<file path="config.mk">
export PLATFORM = sky130hd
export DESIGN_NAME = morse_key_timing_decoder
export DESIGN_NICKNAME = d
export VERILOG_FILES = /design/src/design/mkd_pkg.sv /design/src/design/mkd_fsm.sv /design/src/design/mkd_lookup.sv /design/src/design/mkd_out_buf.sv /design/src/design/morse_key_timing_decoder.sv
export SDC_FILE = /design/constraint.sdc
export NUM_CORES = 1
export LEC_CHECK = 0
export BUFFER_PORTS_ARGS = -buffer_cell sky130_fd_sc_hd__buf_2
export CORE_MARGIN = 4
export CORE_UTILIZATION = 55
export DETAILED_ROUTE_END_ITERATION = 10
export MAX_ROUTING_LAYER = met4
export PLACE_DENSITY = 0.73
export RECOVER_POWER = 50
export SLEW_MARGIN = 15
export SYNTH_ARGS = -nofsm -noshare
export SYNTH_HDL_FRONTEND = slang
export SYNTH_HIERARCHICAL = 1
export SYNTH_SLANG_ARGS = --single-unit
</file>
<file path="constraint.sdc">
create_clock -name i_clk -period 8.6 [get_ports i_clk]
set_input_delay 0.86 -clock i_clk [delete_from_list [all_inputs] [get_ports i_clk]]
set_output_delay 0.86 -clock i_clk [all_outputs]
set_load 0.1 [all_outputs]
</file>
<file path="src/design/mkd_pkg.sv">
// ----------------------------------------------------------------------------
// Morse key decoder package
// Shared types, widths and the character lookup for the key timing decoder.
// ----------------------------------------------------------------------------
package mkd_pkg;

    localparam int unsigned LimitW   = 16;   // width of a timing register
    localparam int unsigned TickW    = 18;   // tick counter, holds 3 * dot limit
    localparam int unsigned BitsW    = 5;    // element bits kept for the lookup
    localparam int unsigned CountW   = 3;    // element counter
    localparam int unsigned LetterW  = 7;
    localparam int unsigned CfgIdxW  = 4;

    // Configuration register indexes
    localparam logic [CfgIdxW-1:0] CfgDotLimit = 4'd0;
    localparam logic [CfgIdxW-1:0] CfgDashGap  = 4'd1;

    // Reset values of the timing registers
    localparam logic [LimitW-1:0] DotLimitRst = 16'h4000;
    localparam logic [TickW-1:0]  DotWaitRst  = 18'h0C000;   // 3 * DotLimitRst
    localparam logic [LimitW-1:0] DashGapRst  = 16'hF000;

    typedef enum logic [1:0] {
        PH_IDLE,
        PH_TIMING,
        PH_WAIT_DOT,
        PH_WAIT_DASH
    } t_phase;

    // Symbol closed by the timing FSM
    typedef struct packed {
        logic              close;
        logic [BitsW-1:0]  bits;
        logic [CountW-1:0] count;
    } t_sym;

    // One result item
    typedef struct packed {
        logic [LetterW-1:0] letter;
        logic               known;
        logic [BitsW-1:0]   pattern;
        logic [CountW-1:0]  length;
    } t_result;

    // Morse table for A-Z and 0-9: key is {length, bits}, first element in
    // bit 0, dash = 1. Returns {known, letter}; unknown symbols give zero.
    function automatic logic [LetterW:0] lookup(input logic [CountW-1:0] len,
                                               input logic [BitsW-1:0]  bits);
        logic [LetterW:0] res;
        res = '0;
        unique case ({len, bits})
            {3'd2, 5'd2}:  res = {1'b1, 7'd65};  // A .-
            {3'd4, 5'd1}:  res = {1'b1, 7'd66};  // B -...
            {3'd4, 5'd5}:  res = {1'b1, 7'd67};  // C -.-.
            {3'd3, 5'd1}:  res = {1'b1, 7'd68};  // D -..
            {3'd1, 5'd0}:  res = {1'b1, 7'd69};  // E .
            {3'd4, 5'd4}:  res = {1'b1, 7'd70};  // F ..-.
            {3'd3, 5'd3}:  res = {1'b1, 7'd71};  // G --.
            {3'd4, 5'd0}:  res = {1'b1, 7'd72};  // H ....
            {3'd2, 5'd0}:  res = {1'b1, 7'd73};  // I ..
            {3'd4, 5'd14}: res = {1'b1, 7'd74};  // J .---
            {3'd3, 5'd5}:  res = {1'b1, 7'd75};  // K -.-
            {3'd4, 5'd2}:  res = {1'b1, 7'd76};  // L .-..
            {3'd2, 5'd3}:  res = {1'b1, 7'd77};  // M --
            {3'd2, 5'd1}:  res = {1'b1, 7'd78};  // N -.
            {3'd3, 5'd7}:  res = {1'b1, 7'd79};  // O ---
            {3'd4, 5'd6}:  res = {1'b1, 7'd80};  // P .--.
            {3'd4, 5'd11}: res = {1'b1, 7'd81};  // Q --.-
            {3'd3, 5'd2}:  res = {1'b1, 7'd82};  // R .-.
            {3'd3, 5'd0}:  res = {1'b1, 7'd83};  // S ...
            {3'd1, 5'd1}:  res = {1'b1, 7'd84};  // T -
            {3'd3, 5'd4}:  res = {1'b1, 7'd85};  // U ..-
            {3'd4, 5'd8}:  res = {1'b1, 7'd86};  // V ...-
            {3'd3, 5'd6}:  res = {1'b1, 7'd87};  // W .--
            {3'd4, 5'd9}:  res = {1'b1, 7'd88};  // X -..-
            {3'd4, 5'd13}: res = {1'b1, 7'd89};  // Y -.--
            {3'd4, 5'd3}:  res = {1'b1, 7'd90};  // Z --..
            {3'd5, 5'd31}: res = {1'b1, 7'd48};  // 0 -----
            {3'd5, 5'd30}: res = {1'b1, 7'd49};  // 1 .----
            {3'd5, 5'd28}: res = {1'b1, 7'd50};  // 2 ..---
            {3'd5, 5'd24}: res = {1'b1, 7'd51};  // 3 ...--
            {3'd5, 5'd16}: res = {1'b1, 7'd52};  // 4 ....-
            {3'd5, 5'd0}:  res = {1'b1, 7'd53};  // 5 .....
            {3'd5, 5'd1}:  res = {1'b1, 7'd54};  // 6 -....
            {3'd5, 5'd3}:  res = {1'b1, 7'd55};  // 7 --...
            {3'd5, 5'd7}:  res = {1'b1, 7'd56};  // 8 ---..
            {3'd5, 5'd15}: res = {1'b1, 7'd57};  // 9 ----.
            default:       res = '0;
        endcase
        return res;
    endfunction

endpackage

</file>
<file path="src/design/mkd_fsm.sv">
// ----------------------------------------------------------------------------
// Morse key timing FSM
// Tracks key edges, times presses and gaps, collects elements and flags the
// closing of a symbol on the transfer that ends it.
// ----------------------------------------------------------------------------
module mkd_fsm #(
    parameter int unsigned MAX_ELEMENTS = 5
) (
    input  logic                        i_clk,
    input  logic                        i_rst_n,
    input  logic                        i_accept,
    input  logic                        i_action,
    input  logic                        i_key_down,
    input  logic [mkd_pkg::LimitW-1:0]  i_dot_limit,
    input  logic [mkd_pkg::TickW-1:0]   i_dot_wait,
    input  logic [mkd_pkg::LimitW-1:0]  i_dash_gap,
    output mkd_pkg::t_sym               o_sym
);

    localparam logic [mkd_pkg::CountW-1:0] MaxCount = mkd_pkg::CountW'(MAX_ELEMENTS);

    mkd_pkg::t_phase                r_phase, n_phase;
    logic [mkd_pkg::TickW-1:0]      r_tick, n_tick;
    logic [mkd_pkg::CountW-1:0]     r_count, n_count;
    logic [mkd_pkg::BitsW-1:0]      r_bits, n_bits;
    logic                           r_key, n_key;

    logic                           started;
    logic                           close;
    logic [mkd_pkg::TickW-1:0]      tick_inc;
    logic [mkd_pkg::CountW-1:0]     count_inc;
    logic [mkd_pkg::TickW-1:0]      limit;

    assign tick_inc  = r_tick + 1'b1;
    assign count_inc = r_count + 1'b1;

    // Limit of the running phase
    always_comb begin
        unique case (r_phase)
            mkd_pkg::PH_TIMING:   limit = mkd_pkg::TickW'(i_dot_limit);
            mkd_pkg::PH_WAIT_DOT: limit = i_dot_wait;
            default:              limit = mkd_pkg::TickW'(i_dash_gap);
        endcase
    end

    // Next state and symbol close
    always_comb begin
        n_phase = r_phase;
        n_tick  = r_tick;
        n_count = r_count;
        n_bits  = r_bits;
        n_key   = r_key;
        started = 1'b0;
        close   = 1'b0;

        if (i_accept && i_action) begin
            n_phase = mkd_pkg::PH_IDLE;
            n_tick  = '0;
            n_count = '0;
            n_bits  = '0;
        end else if (i_accept) begin
            // key edges first
            if (i_key_down != r_key) begin
                n_key = i_key_down;
                if (i_key_down) begin
                    n_phase = mkd_pkg::PH_TIMING;
                    n_tick  = '0;
                    started = 1'b1;
                end else if (r_phase == mkd_pkg::PH_TIMING) begin
                    n_count = count_inc;
                    if (count_inc >= MaxCount) begin
                        close = 1'b1;
                    end else begin
                        n_phase = mkd_pkg::PH_WAIT_DOT;
                        n_tick  = '0;
                        started = 1'b1;
                    end
                end
            end

            // phase timer
            if (!close && !started && r_phase != mkd_pkg::PH_IDLE) begin
                n_tick = tick_inc;
                if (tick_inc >= limit) begin
                    if (i_key_down) begin
                        n_count = count_inc;
                        n_bits  = r_bits | (mkd_pkg::BitsW'(1) << r_count);
                        if (count_inc >= MaxCount) begin
                            close = 1'b1;
                        end else begin
                            n_phase = mkd_pkg::PH_WAIT_DASH;
                            n_tick  = '0;
                        end
                    end else begin
                        close = 1'b1;
                    end
                end
            end
        end

        o_sym.close = close;
        o_sym.bits  = n_bits;
        o_sym.count = n_count;

        // closing a symbol clears it
        if (close) begin
            n_phase = mkd_pkg::PH_IDLE;
            n_tick  = '0;
            n_count = '0;
            n_bits  = '0;
        end
    end

    // State registers
    always_ff @(posedge i_clk) begin
        if (!i_rst_n) begin
            r_phase <= mkd_pkg::PH_IDLE;
            r_tick  <= '0;
            r_count <= '0;
            r_bits  <= '0;
            r_key   <= 1'b0;
        end else begin
            r_phase <= n_phase;
            r_tick  <= n_tick;
            r_count <= n_count;
            r_bits  <= n_bits;
            r_key   <= n_key;
        end
    end

    // A full symbol always closes, so the count stays below the maximum
    a_count_below_max: assert property (@(posedge i_clk) disable iff (!i_rst_n)
        r_count < MaxCount)
        else $error("element count reached the maximum without closing");

    // Idle means no symbol and no timing in progress
    a_idle_clean: assert property (@(posedge i_clk) disable iff (!i_rst_n)
        r_phase == mkd_pkg::PH_IDLE |-> (r_tick == '0 && r_count == '0 && r_bits == '0))
        else $error("idle phase holds stale symbol or tick state");

    // A closed symbol has at least one element
    a_close_nonempty: assert property (@(posedge i_clk) disable iff (!i_rst_n)
        o_sym.close |-> (o_sym.count != '0 && o_sym.count <= MaxCount))
        else $error("closed symbol with bad length");

    // After a close the FSM is idle
    a_close_to_idle: assert property (@(posedge i_clk) disable iff (!i_rst_n)
        o_sym.close |=> r_phase == mkd_pkg::PH_IDLE)
        else $error("FSM not idle after symbol close");

endmodule

</file>
<file path="src/design/mkd_lookup.sv">
// ----------------------------------------------------------------------------
// Morse symbol lookup
// Maps a closed symbol to its character and builds the result item.
// ----------------------------------------------------------------------------
module mkd_lookup (
    input  mkd_pkg::t_sym     i_sym,
    output mkd_pkg::t_result  o_result
);

    logic [mkd_pkg::LetterW:0] hit;

    // Table lookup on {length, bits}
    assign hit = mkd_pkg::lookup(i_sym.count, i_sym.bits);

    assign o_result.letter  = hit[mkd_pkg::LetterW-1:0];
    assign o_result.known   = hit[mkd_pkg::LetterW];
    assign o_result.pattern = i_sym.bits;
    assign o_result.length  = i_sym.count;

endmodule

</file>
<file path="src/design/mkd_out_buf.sv">
// ----------------------------------------------------------------------------
// Result output buffer
// Output register plus one skid entry, so the input side keeps taking items
// while a result waits for the receiver.
// ----------------------------------------------------------------------------
module mkd_out_buf (
    input  logic               i_clk,
    input  logic               i_rst_n,
    input  logic               i_push,
    input  mkd_pkg::t_result   i_result,
    output logic               o_space,
    output logic               o_valid,
    input  logic               i_ready,
    output mkd_pkg::t_result   o_result
);

    logic              r_out_valid;
    logic              r_skid_valid;
    mkd_pkg::t_result  r_out;
    mkd_pkg::t_result  r_skid;
    logic              pop;

    assign pop      = r_out_valid & i_ready;
    assign o_space  = ~r_skid_valid;
    assign o_valid  = r_out_valid;
    assign o_result = r_out;

    // Valid flags
    always_ff @(posedge i_clk) begin
        if (!i_rst_n) begin
            r_out_valid  <= 1'b0;
            r_skid_valid <= 1'b0;
        end else begin
            if (r_skid_valid) begin
                if (pop) begin
                    r_skid_valid <= 1'b0;
                end
            end else if (i_push && r_out_valid && !pop) begin
                r_skid_valid <= 1'b1;
            end
            if (i_push || r_skid_valid) begin
                r_out_valid <= 1'b1;
            end else if (pop) begin
                r_out_valid <= 1'b0;
            end
        end
    end

    // Payload: the skid entry drains first, a new result fills the gap
    always_ff @(posedge i_clk) begin
        if (r_skid_valid) begin
            if (pop) begin
                r_out <= r_skid;
            end
        end else if (i_push) begin
            if (!r_out_valid || pop) begin
                r_out <= i_result;
            end else begin
                r_skid <= i_result;
            end
        end
    end

    // The skid entry is only used behind a waiting output
    a_skid_behind_out: assert property (@(posedge i_clk) disable iff (!i_rst_n)
        r_skid_valid |-> r_out_valid)
        else $error("skid entry holds data while output is empty");

    // No push arrives while the skid entry is occupied
    a_no_push_when_full: assert property (@(posedge i_clk) disable iff (!i_rst_n)
        r_skid_valid |-> !i_push)
        else $error("result pushed into a full buffer");

    // A stalled output with a push behind it fills the skid entry
    a_skid_fills: assert property (@(posedge i_clk) disable iff (!i_rst_n)
        (i_push && r_out_valid && !i_ready) |=> r_skid_valid)
        else $error("result lost behind a stalled output");

endmodule

</file>
<file path="src/design/morse_key_timing_decoder.sv">
// ----------------------------------------------------------------------------
// Morse key timing decoder
// Decodes a sampled Morse key into characters A-Z and 0-9.
// ----------------------------------------------------------------------------
// Usage:
//   Input channel (i_valid / o_ready): one transfer per timer tick carrying
//   the key sample (i_action = 0), or a clear of the current symbol
//   (i_action = 1). Output channel (o_valid / i_ready): one result per
//   closed symbol: letter, known flag, element pattern and length.
//   Config channel (i_cfg_valid / o_cfg_ready, always ready): index 0 sets
//   the dot limit, index 1 the dash gap; other indexes are dropped. Write
//   only while the decoder has no result pending.
//   Throughput: one input transfer per cycle while o_ready is high. The tick
//   counter update, element FSM and table lookup are combinational logic,
//   ahead of the result register.
//   Output: the result of the tick that closes the symbol is registered in
//   the output register, or in the skid entry while the output waits.
//   Stall: an output register and one skid entry hold results; o_ready
//   drops only while both are full.
//   Reset: synchronous, active low; symbol cleared, key taken as released,
//   limits back to their defaults.
// ----------------------------------------------------------------------------
module morse_key_timing_decoder #(
    parameter int unsigned MAX_ELEMENTS = 5
) (
    input  logic                          i_clk,
    input  logic                          i_rst_n,
    // input items
    input  logic                          i_valid,
    output logic                          o_ready,
    input  logic                          i_action,
    input  logic                          i_key_down,
    // results
    output logic                          o_valid,
    input  logic                          i_ready,
    output logic [mkd_pkg::LetterW-1:0]   o_letter,
    output logic                          o_known,
    output logic [mkd_pkg::BitsW-1:0]     o_pattern,
    output logic [mkd_pkg::CountW-1:0]    o_length,
    // configuration writes
    input  logic                          i_cfg_valid,
    output logic                          o_cfg_ready,
    input  logic [mkd_pkg::CfgIdxW-1:0]   i_cfg_index,
    input  logic [mkd_pkg::LimitW-1:0]    i_cfg_data
);

    logic [mkd_pkg::LimitW-1:0]  r_dot_limit;
    logic [mkd_pkg::TickW-1:0]   r_dot_wait;
    logic [mkd_pkg::LimitW-1:0]  r_dash_gap;
    logic                        cfg_we;
    logic                        accept;
    logic                        space;
    mkd_pkg::t_sym               sym;
    mkd_pkg::t_result            result;
    mkd_pkg::t_result            out_result;

    assign o_cfg_ready = 1'b1;
    assign cfg_we      = i_cfg_valid;
    assign o_ready     = space;
    assign accept      = i_valid & space;

    // Timing registers; the dot wait (3x dot limit) is kept precomputed
    always_ff @(posedge i_clk) begin
        if (!i_rst_n) begin
            r_dot_limit <= mkd_pkg::DotLimitRst;
            r_dot_wait  <= mkd_pkg::DotWaitRst;
            r_dash_gap  <= mkd_pkg::DashGapRst;
        end else if (cfg_we) begin
            if (i_cfg_index == mkd_pkg::CfgDotLimit) begin
                r_dot_limit <= i_cfg_data;
                r_dot_wait  <= {1'b0, i_cfg_data, 1'b0} + {2'b00, i_cfg_data};
            end else if (i_cfg_index == mkd_pkg::CfgDashGap) begin
                r_dash_gap  <= i_cfg_data;
            end
        end
    end

    mkd_fsm #(
        .MAX_ELEMENTS (MAX_ELEMENTS)
    ) u_fsm (
        .i_clk       (i_clk),
        .i_rst_n     (i_rst_n),
        .i_accept    (accept),
        .i_action    (i_action),
        .i_key_down  (i_key_down),
        .i_dot_limit (r_dot_limit),
        .i_dot_wait  (r_dot_wait),
        .i_dash_gap  (r_dash_gap),
        .o_sym       (sym)
    );

    mkd_lookup u_lookup (
        .i_sym    (sym),
        .o_result (result)
    );

    mkd_out_buf u_out_buf (
        .i_clk    (i_clk),
        .i_rst_n  (i_rst_n),
        .i_push   (sym.close),
        .i_result (result),
        .o_space  (space),
        .o_valid  (o_valid),
        .i_ready  (i_ready),
        .o_result (out_result)
    );

    assign o_letter  = out_result.letter;
    assign o_known   = out_result.known;
    assign o_pattern = out_result.pattern;
    assign o_length  = out_result.length;

endmodule

</file>
Yosys cells after proc, flatten, opt, wreduce, memory -nomap -nowiden
Index checks and enable logic that the tools add are counted.
{"block": "word_totals", "elab_cells": 158, "inputBits": 27, "reg_bits": 113}
{"block": "classes", "shift": 1, "bitwise_logic": 8, "reduce_logical": 26, "magnitude_cmp": 2, "addsub": 3, "muxes": 58, "n_eq_ne": 42}
{"cell": "8-bit case mux with 36 select lines", "n": 1}
{"cell": "8-bit equality test (second input constant)", "n": 22}
{"cell": "18-bit 2-to-1 mux", "n": 8}
{"cell": "8-bit by 7-bit equality test with 1-bit output (second input constant)", "n": 12}
{"cell": "16-bit 2-to-1 mux", "n": 4}
{"cell": "18-bit case mux with 2 select lines", "n": 1}
{"cell": "5-bit 2-to-1 mux", "n": 5}
{"cell": "3-bit 2-to-1 mux", "n": 8}
{"cell": "1-bit 2-to-1 mux", "n": 23}
{"cell": "17-bit by 16-bit adder with 18-bit output", "n": 1}
{"cell": "18-bit by 1-bit adder with 18-bit output (second input constant)", "n": 1}
{"cell": "18-bit >= comparator", "n": 1}
{"cell": "8-bit by 6-bit equality test with 1-bit output (second input constant)", "n": 2}
{"cell": "2-bit 2-to-1 mux", "n": 8}
{"cell": "3-bit AND reduction", "n": 4}
{"cell": "2-bit nonzero test", "n": 5}
{"cell": "1-bit logical AND", "n": 5}
{"cell": "1-bit NOT", "n": 5}
{"cell": "5-bit bitwise OR", "n": 1}
{"cell": "1-bit by 3-bit left shift with 5-bit output (first input constant)", "n": 1}
{"cell": "4-bit by 1-bit equality test with 1-bit output (second input constant)", "n": 1}
{"cell": "1-bit zero test", "n": 4}
{"cell": "4-bit zero test", "n": 1}
{"cell": "4-bit AND reduction", "n": 1}
{"cell": "13 further kinds", "n": 15}

Depth between registers and ports, before layout
{"block": "logic_depth", "ltp_word": 19, "mapped_depth": 23, "ltp_nobuf": 20}

Cells and area by module
Netlist, hierarchy kept.
{"mod": "mkd_fsm", "cells_each": 343, "area_per_inst_um2": 2666.3, "n_inst": 1, "seq_area_each_um2": 580.6}
{"mod": "morse_key_timing_decoder", "cells_each": 322, "area_per_inst_um2": 2615.0, "n_inst": 1, "seq_area_each_um2": 980.9}
{"mod": "mkd_out_buf", "cells_each": 62, "area_per_inst_um2": 1327.5, "n_inst": 1, "seq_area_each_um2": 1001.0}
{"mod": "mkd_lookup", "cells_each": 134, "area_per_inst_um2": 870.8, "n_inst": 1, "seq_area_each_um2": 0.0}

Worst setup path before layout
OpenSTA, ideal clock, no wires.
{"block": "synth_path", "path_kind": "reg2reg", "start": "register u_fsm.r_phase[0]", "end": "register u_out_buf.r_out (netlist bit u_out_buf/o_result[8]), data pin", "required_ns": 8.340, "setup_time_ns": 0.260, "setup_slack_ns": 3.923, "arrival_time_ns": 4.417, "n_path_buf": 3, "path_stages_with_launch": 22, "path_cell_list": "dfxtp_1 > inv_1 > ha_1 > clkbuf_1 > clkbuf_1 > a22oi_1 > nand2_1 > o21ai_0 > ha_1 > nand4_1 > o31a_2 > a211o_4 > a21oi_4 > a31oi_1 > a21oi_1 > buf_4 > nor3_1 > o41ai_2 > o311ai_1 > nor3_1 > nand2_1 > mux2_4"}
{"element": "start, declared", "line": "mkd_fsm.sv:22", "source": "mkd_pkg::t_phase r_phase, n_phase;"}
{"element": "start signal, assigned", "line": "mkd_fsm.sv:117", "source": "r_phase <= mkd_pkg::PH_IDLE;"}
{"element": "start signal, assigned", "line": "mkd_fsm.sv:123", "source": "r_phase <= n_phase;"}
{"element": "end signal, assigned", "line": "mkd_out_buf.sv:53", "source": "r_out <= r_skid;"}
{"element": "end signal, assigned", "line": "mkd_out_buf.sv:57", "source": "r_out <= i_result;"}
{"element": "end, declared", "line": "mkd_out_buf.sv:19", "source": "mkd_pkg::t_result r_out;"}

==> impl_metrics.tcl <==
set metrics [dict create \
    cts_buffers 9 \
    path_cells "and4_1, nand4_2, nor3_1, nand3_1, xnor2_2, ha_1, a21oi_1, o21ai_0, a21oi_1, a21oi_1, a31oi_1, a21oi_1, clkbuf_1, nor3_1, o41ai_2, o311ai_1, nor3_1, nand2_1, mux2_4" \
    tns_ns 0 \
    initial_core_util_pct 56.3 \
    p_sw_share_pct 24.7 \
    dp_hpwl_microns 12500 \
    synthesis.nets 933 \
    gr-usage-met1_pct 31.6 \
    p_per_area_mw_per_mm2 142 \
    post_cts_buffers 0 \
    die_x_microns 125 \
    synthCells 861 \
    ys_seq_elements 112 \
    violations "capacitance limit, slew limit" \
    clk_path_buf_depth 2 \
    cp_common_cell "a21oi_1" \
    num_rows 42 \
    hp-start "r_dash_gap[8]" \
    grt_pass1_vias 5751 \
    synth_area_per_cell_sq_um 8.69 \
    worst_clock_skew_ns 0.0119 \
    hold_buffers 0 \
    antenna_found_initial 0 \
    synth_area_sq_mm 0.00748 \
    fillers 1187 \
    worstSetupPathType "register to register" \
    synth_flop_cell "dfxtp_1" \
    p_comb_share_pct 11.5 \
    drtIter0Drc 597 \
    holdCritPathClass "register to register" \
    worst-path-buf-inv 1 \
    power_switching_w 0.000276 \
    worst_pin_slew_ns 1.52 \
    synth_cell_types 93 \
    clock_sinks 112 \
    slew-limit-headroom_pct -1.11 \
    slowest_delay_ns 0.83 \
    layout_min_cycle_time_ns 6.21 \
    worstReg2RegStart "u_fsm/r_tick[2]" \
    area_growth_pct 5.14 \
    grt_pass1_wl_microns 28000 \
    maxSlewViolCount 22 \
    intPower_w 0.000844 \
    crit_arrival_ns 6.31 \
    vias_per_cell 6.01 \
    layout_common_cells "nand2_1, dfxtp_1, a21oi_1, o21ai_0, ha_1" \
    port_buffers 44 \
    crit_path_start_kind "register" \
    fp.dieH_microns 125 \
    cts_tree "built" \
    slowest_stage "clkbuf_1" \
    period_share_pct 72.2 \
    busiest_layer "met2" \
    insertion_delay_ns 0.35 \
    synth_edf_count 32 \
    n_antenna_cell 0 \
    p_seq_share_pct 48.8 \
    placed_cell_area_sq_mm 0.00763 \
    cts_max_level 3 \
    timing.critical_path.from "u_fsm/r_tick[2]" \
    grt.overflow.total 0 \
    wirelength_microns 17200 \
    final_nets 938 \
    finalHoldViolCount 0 \
    wl_per_cell_microns 16.4 \
    multi_input_area_sq_mm 0.00443 \
    ctsResizeCount 0 \
    drive_above_1_share_pct 11.5 \
    ys_seq_area_share_pct 34.3 \
    async_reset_ff_share_pct 0 \
    dieArea_sq_mm 0.0155 \
    leakage_nw 2.91 \
    gp_congestion 0.928 \
    grt.total_usage_pct 21.9 \
    fmax_ghz 0.161 \
    vias 6291 \
    finalSetupViolCount 0 \
    final-seq-area_sq_mm 0.00256 \
    drt_pre_antenna_iters 5 \
    drc 0 \
    p_clk_share_pct 39.7 \
    outcome "complete, but fails checks" \
    required_ns 8.70 \
    grt_use_met3_pct 3.26 \
    final_area_sq_mm 0.00786 \
    cp_max_fo 26 \
    peakVddDrop_mv 0.0869 \
    grt_setup_unrepaired "no" \
    cp_top_family "compound AO/OA/AOI/OAI gates" \
    pin_count 46 \
    grt_max_degree 57 \
    core_area_sq_mm 0.0133 \
    drv_cap 1 \
    met2_usage_pct 31.9 \
    cts_root_buf "clkbuf_16" \
    yosys_warnings 6 \
    final_common_cell "nand2_1" \
    endpoint_kind "register" \
    ant_nets 0 \
    path_clk_slew_ns 0.07 \
]
==> registers in the layout (all words and copies together) (netlist names) <==
register / count
r_dash_gap: 16
r_dot_limit: 16
u_fsm/r_phase: 2
r_dot_wait: 17
u_out_buf/r_skid: 16
u_fsm/r_tick: 18
u_out_buf/r_skid_valid: 1
u_fsm/r_count: 3
u_fsm/r_key: 1
u_out_buf/o_valid: 1
u_fsm/r_bits: 5
u_out_buf/o_result: 16
==> worst paths after layout <==
kind              cells after the start  slack, ns                    end
hold reg to reg                       2       0.46          r_dash_gap[8]
setup / recovery                     19       2.39  u_out_buf/o_result[8]
setup reg to reg                     19       2.39  u_out_buf/o_result[8]
hold / removal                        2       0.46          r_dash_gap[8]
==> power groups by stage <==
stage / logic (W) / clock network (W) / registers [W]
global route: 0.000143 / 0.000475 / 0.000547
CTS: 0.000129 / 0.000453 / 0.000546
detailed placement: 0.000128 / 0 / 0.000559
floorplan: 0.0000977 / 0 / 0.000557
global placement: 0.000124 / 0 / 0.000559
finish: 0.000129 / 0.000445 / 0.000547
==> final cells by class <==
type                            count  area share, %
Clock inverter                      4          0.748
Sequential cell                   112           32.6
Tap cell                          176           2.80
Multi-Input combinational cell    665           56.3
Clock buffer                       11           3.36
Inverter                           25           1.19
Timing Repair Buffer               53           3.01
==> worst register-to-register path, stage by stage, from the launching register on <==
cell and delay (ns):
dfxtp_1 0.41, and4_1 0.30, nand4_2 0.17, nor3_1 0.51
nand3_1 0.21, xnor2_2 0.19, ha_1 0.33, a21oi_1 0.07
o21ai_0 0.48, a21oi_1 0.18, a21oi_1 0.42, a31oi_1 0.19
a21oi_1 0.15, clkbuf_1 0.83, nor3_1 0.23, o41ai_2 0.40
o311ai_1 0.18, nor3_1 0.32, nand2_1 0.11, mux2_4 0.28
==> Yosys cell counts (all sizes together), types with 19 or more instances <==
master	number	area, sq um
nand2	154	581
dfxtp	80	1600
a21oi	62	352
o21ai	59	329
ha	44	551
buf	41	280
nand3	38	195
nor2	38	143
a21boi	32	244
edfxtp	32	961
inv	25	93.8
a22oi	19	143
==> cell families (layout without fill, tap and decap cells) <==
group	after synthesis	in the layout	synth area share, %
and+or+nand+nor	334	334	22.7
AOI/OAI and AO/OA	240	240	22.5
DFF	112	112	34.3
buffers and inverters	84	93	6.04
adders and majority gates	45	45	7.63
xor gates and xnor gates	25	25	3.03
muxes	20	20	3.75
other	1	1	0.0501
==> routing by layer <==
metal	vias up	part of all wire, %
met4	0	1.6
met1	2978	50
met5	-	0
met3	22	5.2
li1	3098	-
met2	193	44
==> per-stage QoR <==
step | setup slack, ns | total power [W] | hold slack [ns] | util (%) | std cells
after floorplan | 3.92 | 0.000655 | 0.435 | - | 861
after global placement | 3.63 | 0.000682 | 0.451 | 57.4 | 1031
after detailed placement | 3.43 | 0.000687 | 0.456 | 57.4 | 1031
after CTS | 3.42 | 0.00113 | 0.466 | 59.9 | 1046
after global routing | 1.90 | 0.00116 | 0.481 | 59.1 | 1046
final | 2.39 | 0.00112 | 0.464 | 59.1 | 1046
Note: power is estimated with default switching activity, not from simulation.
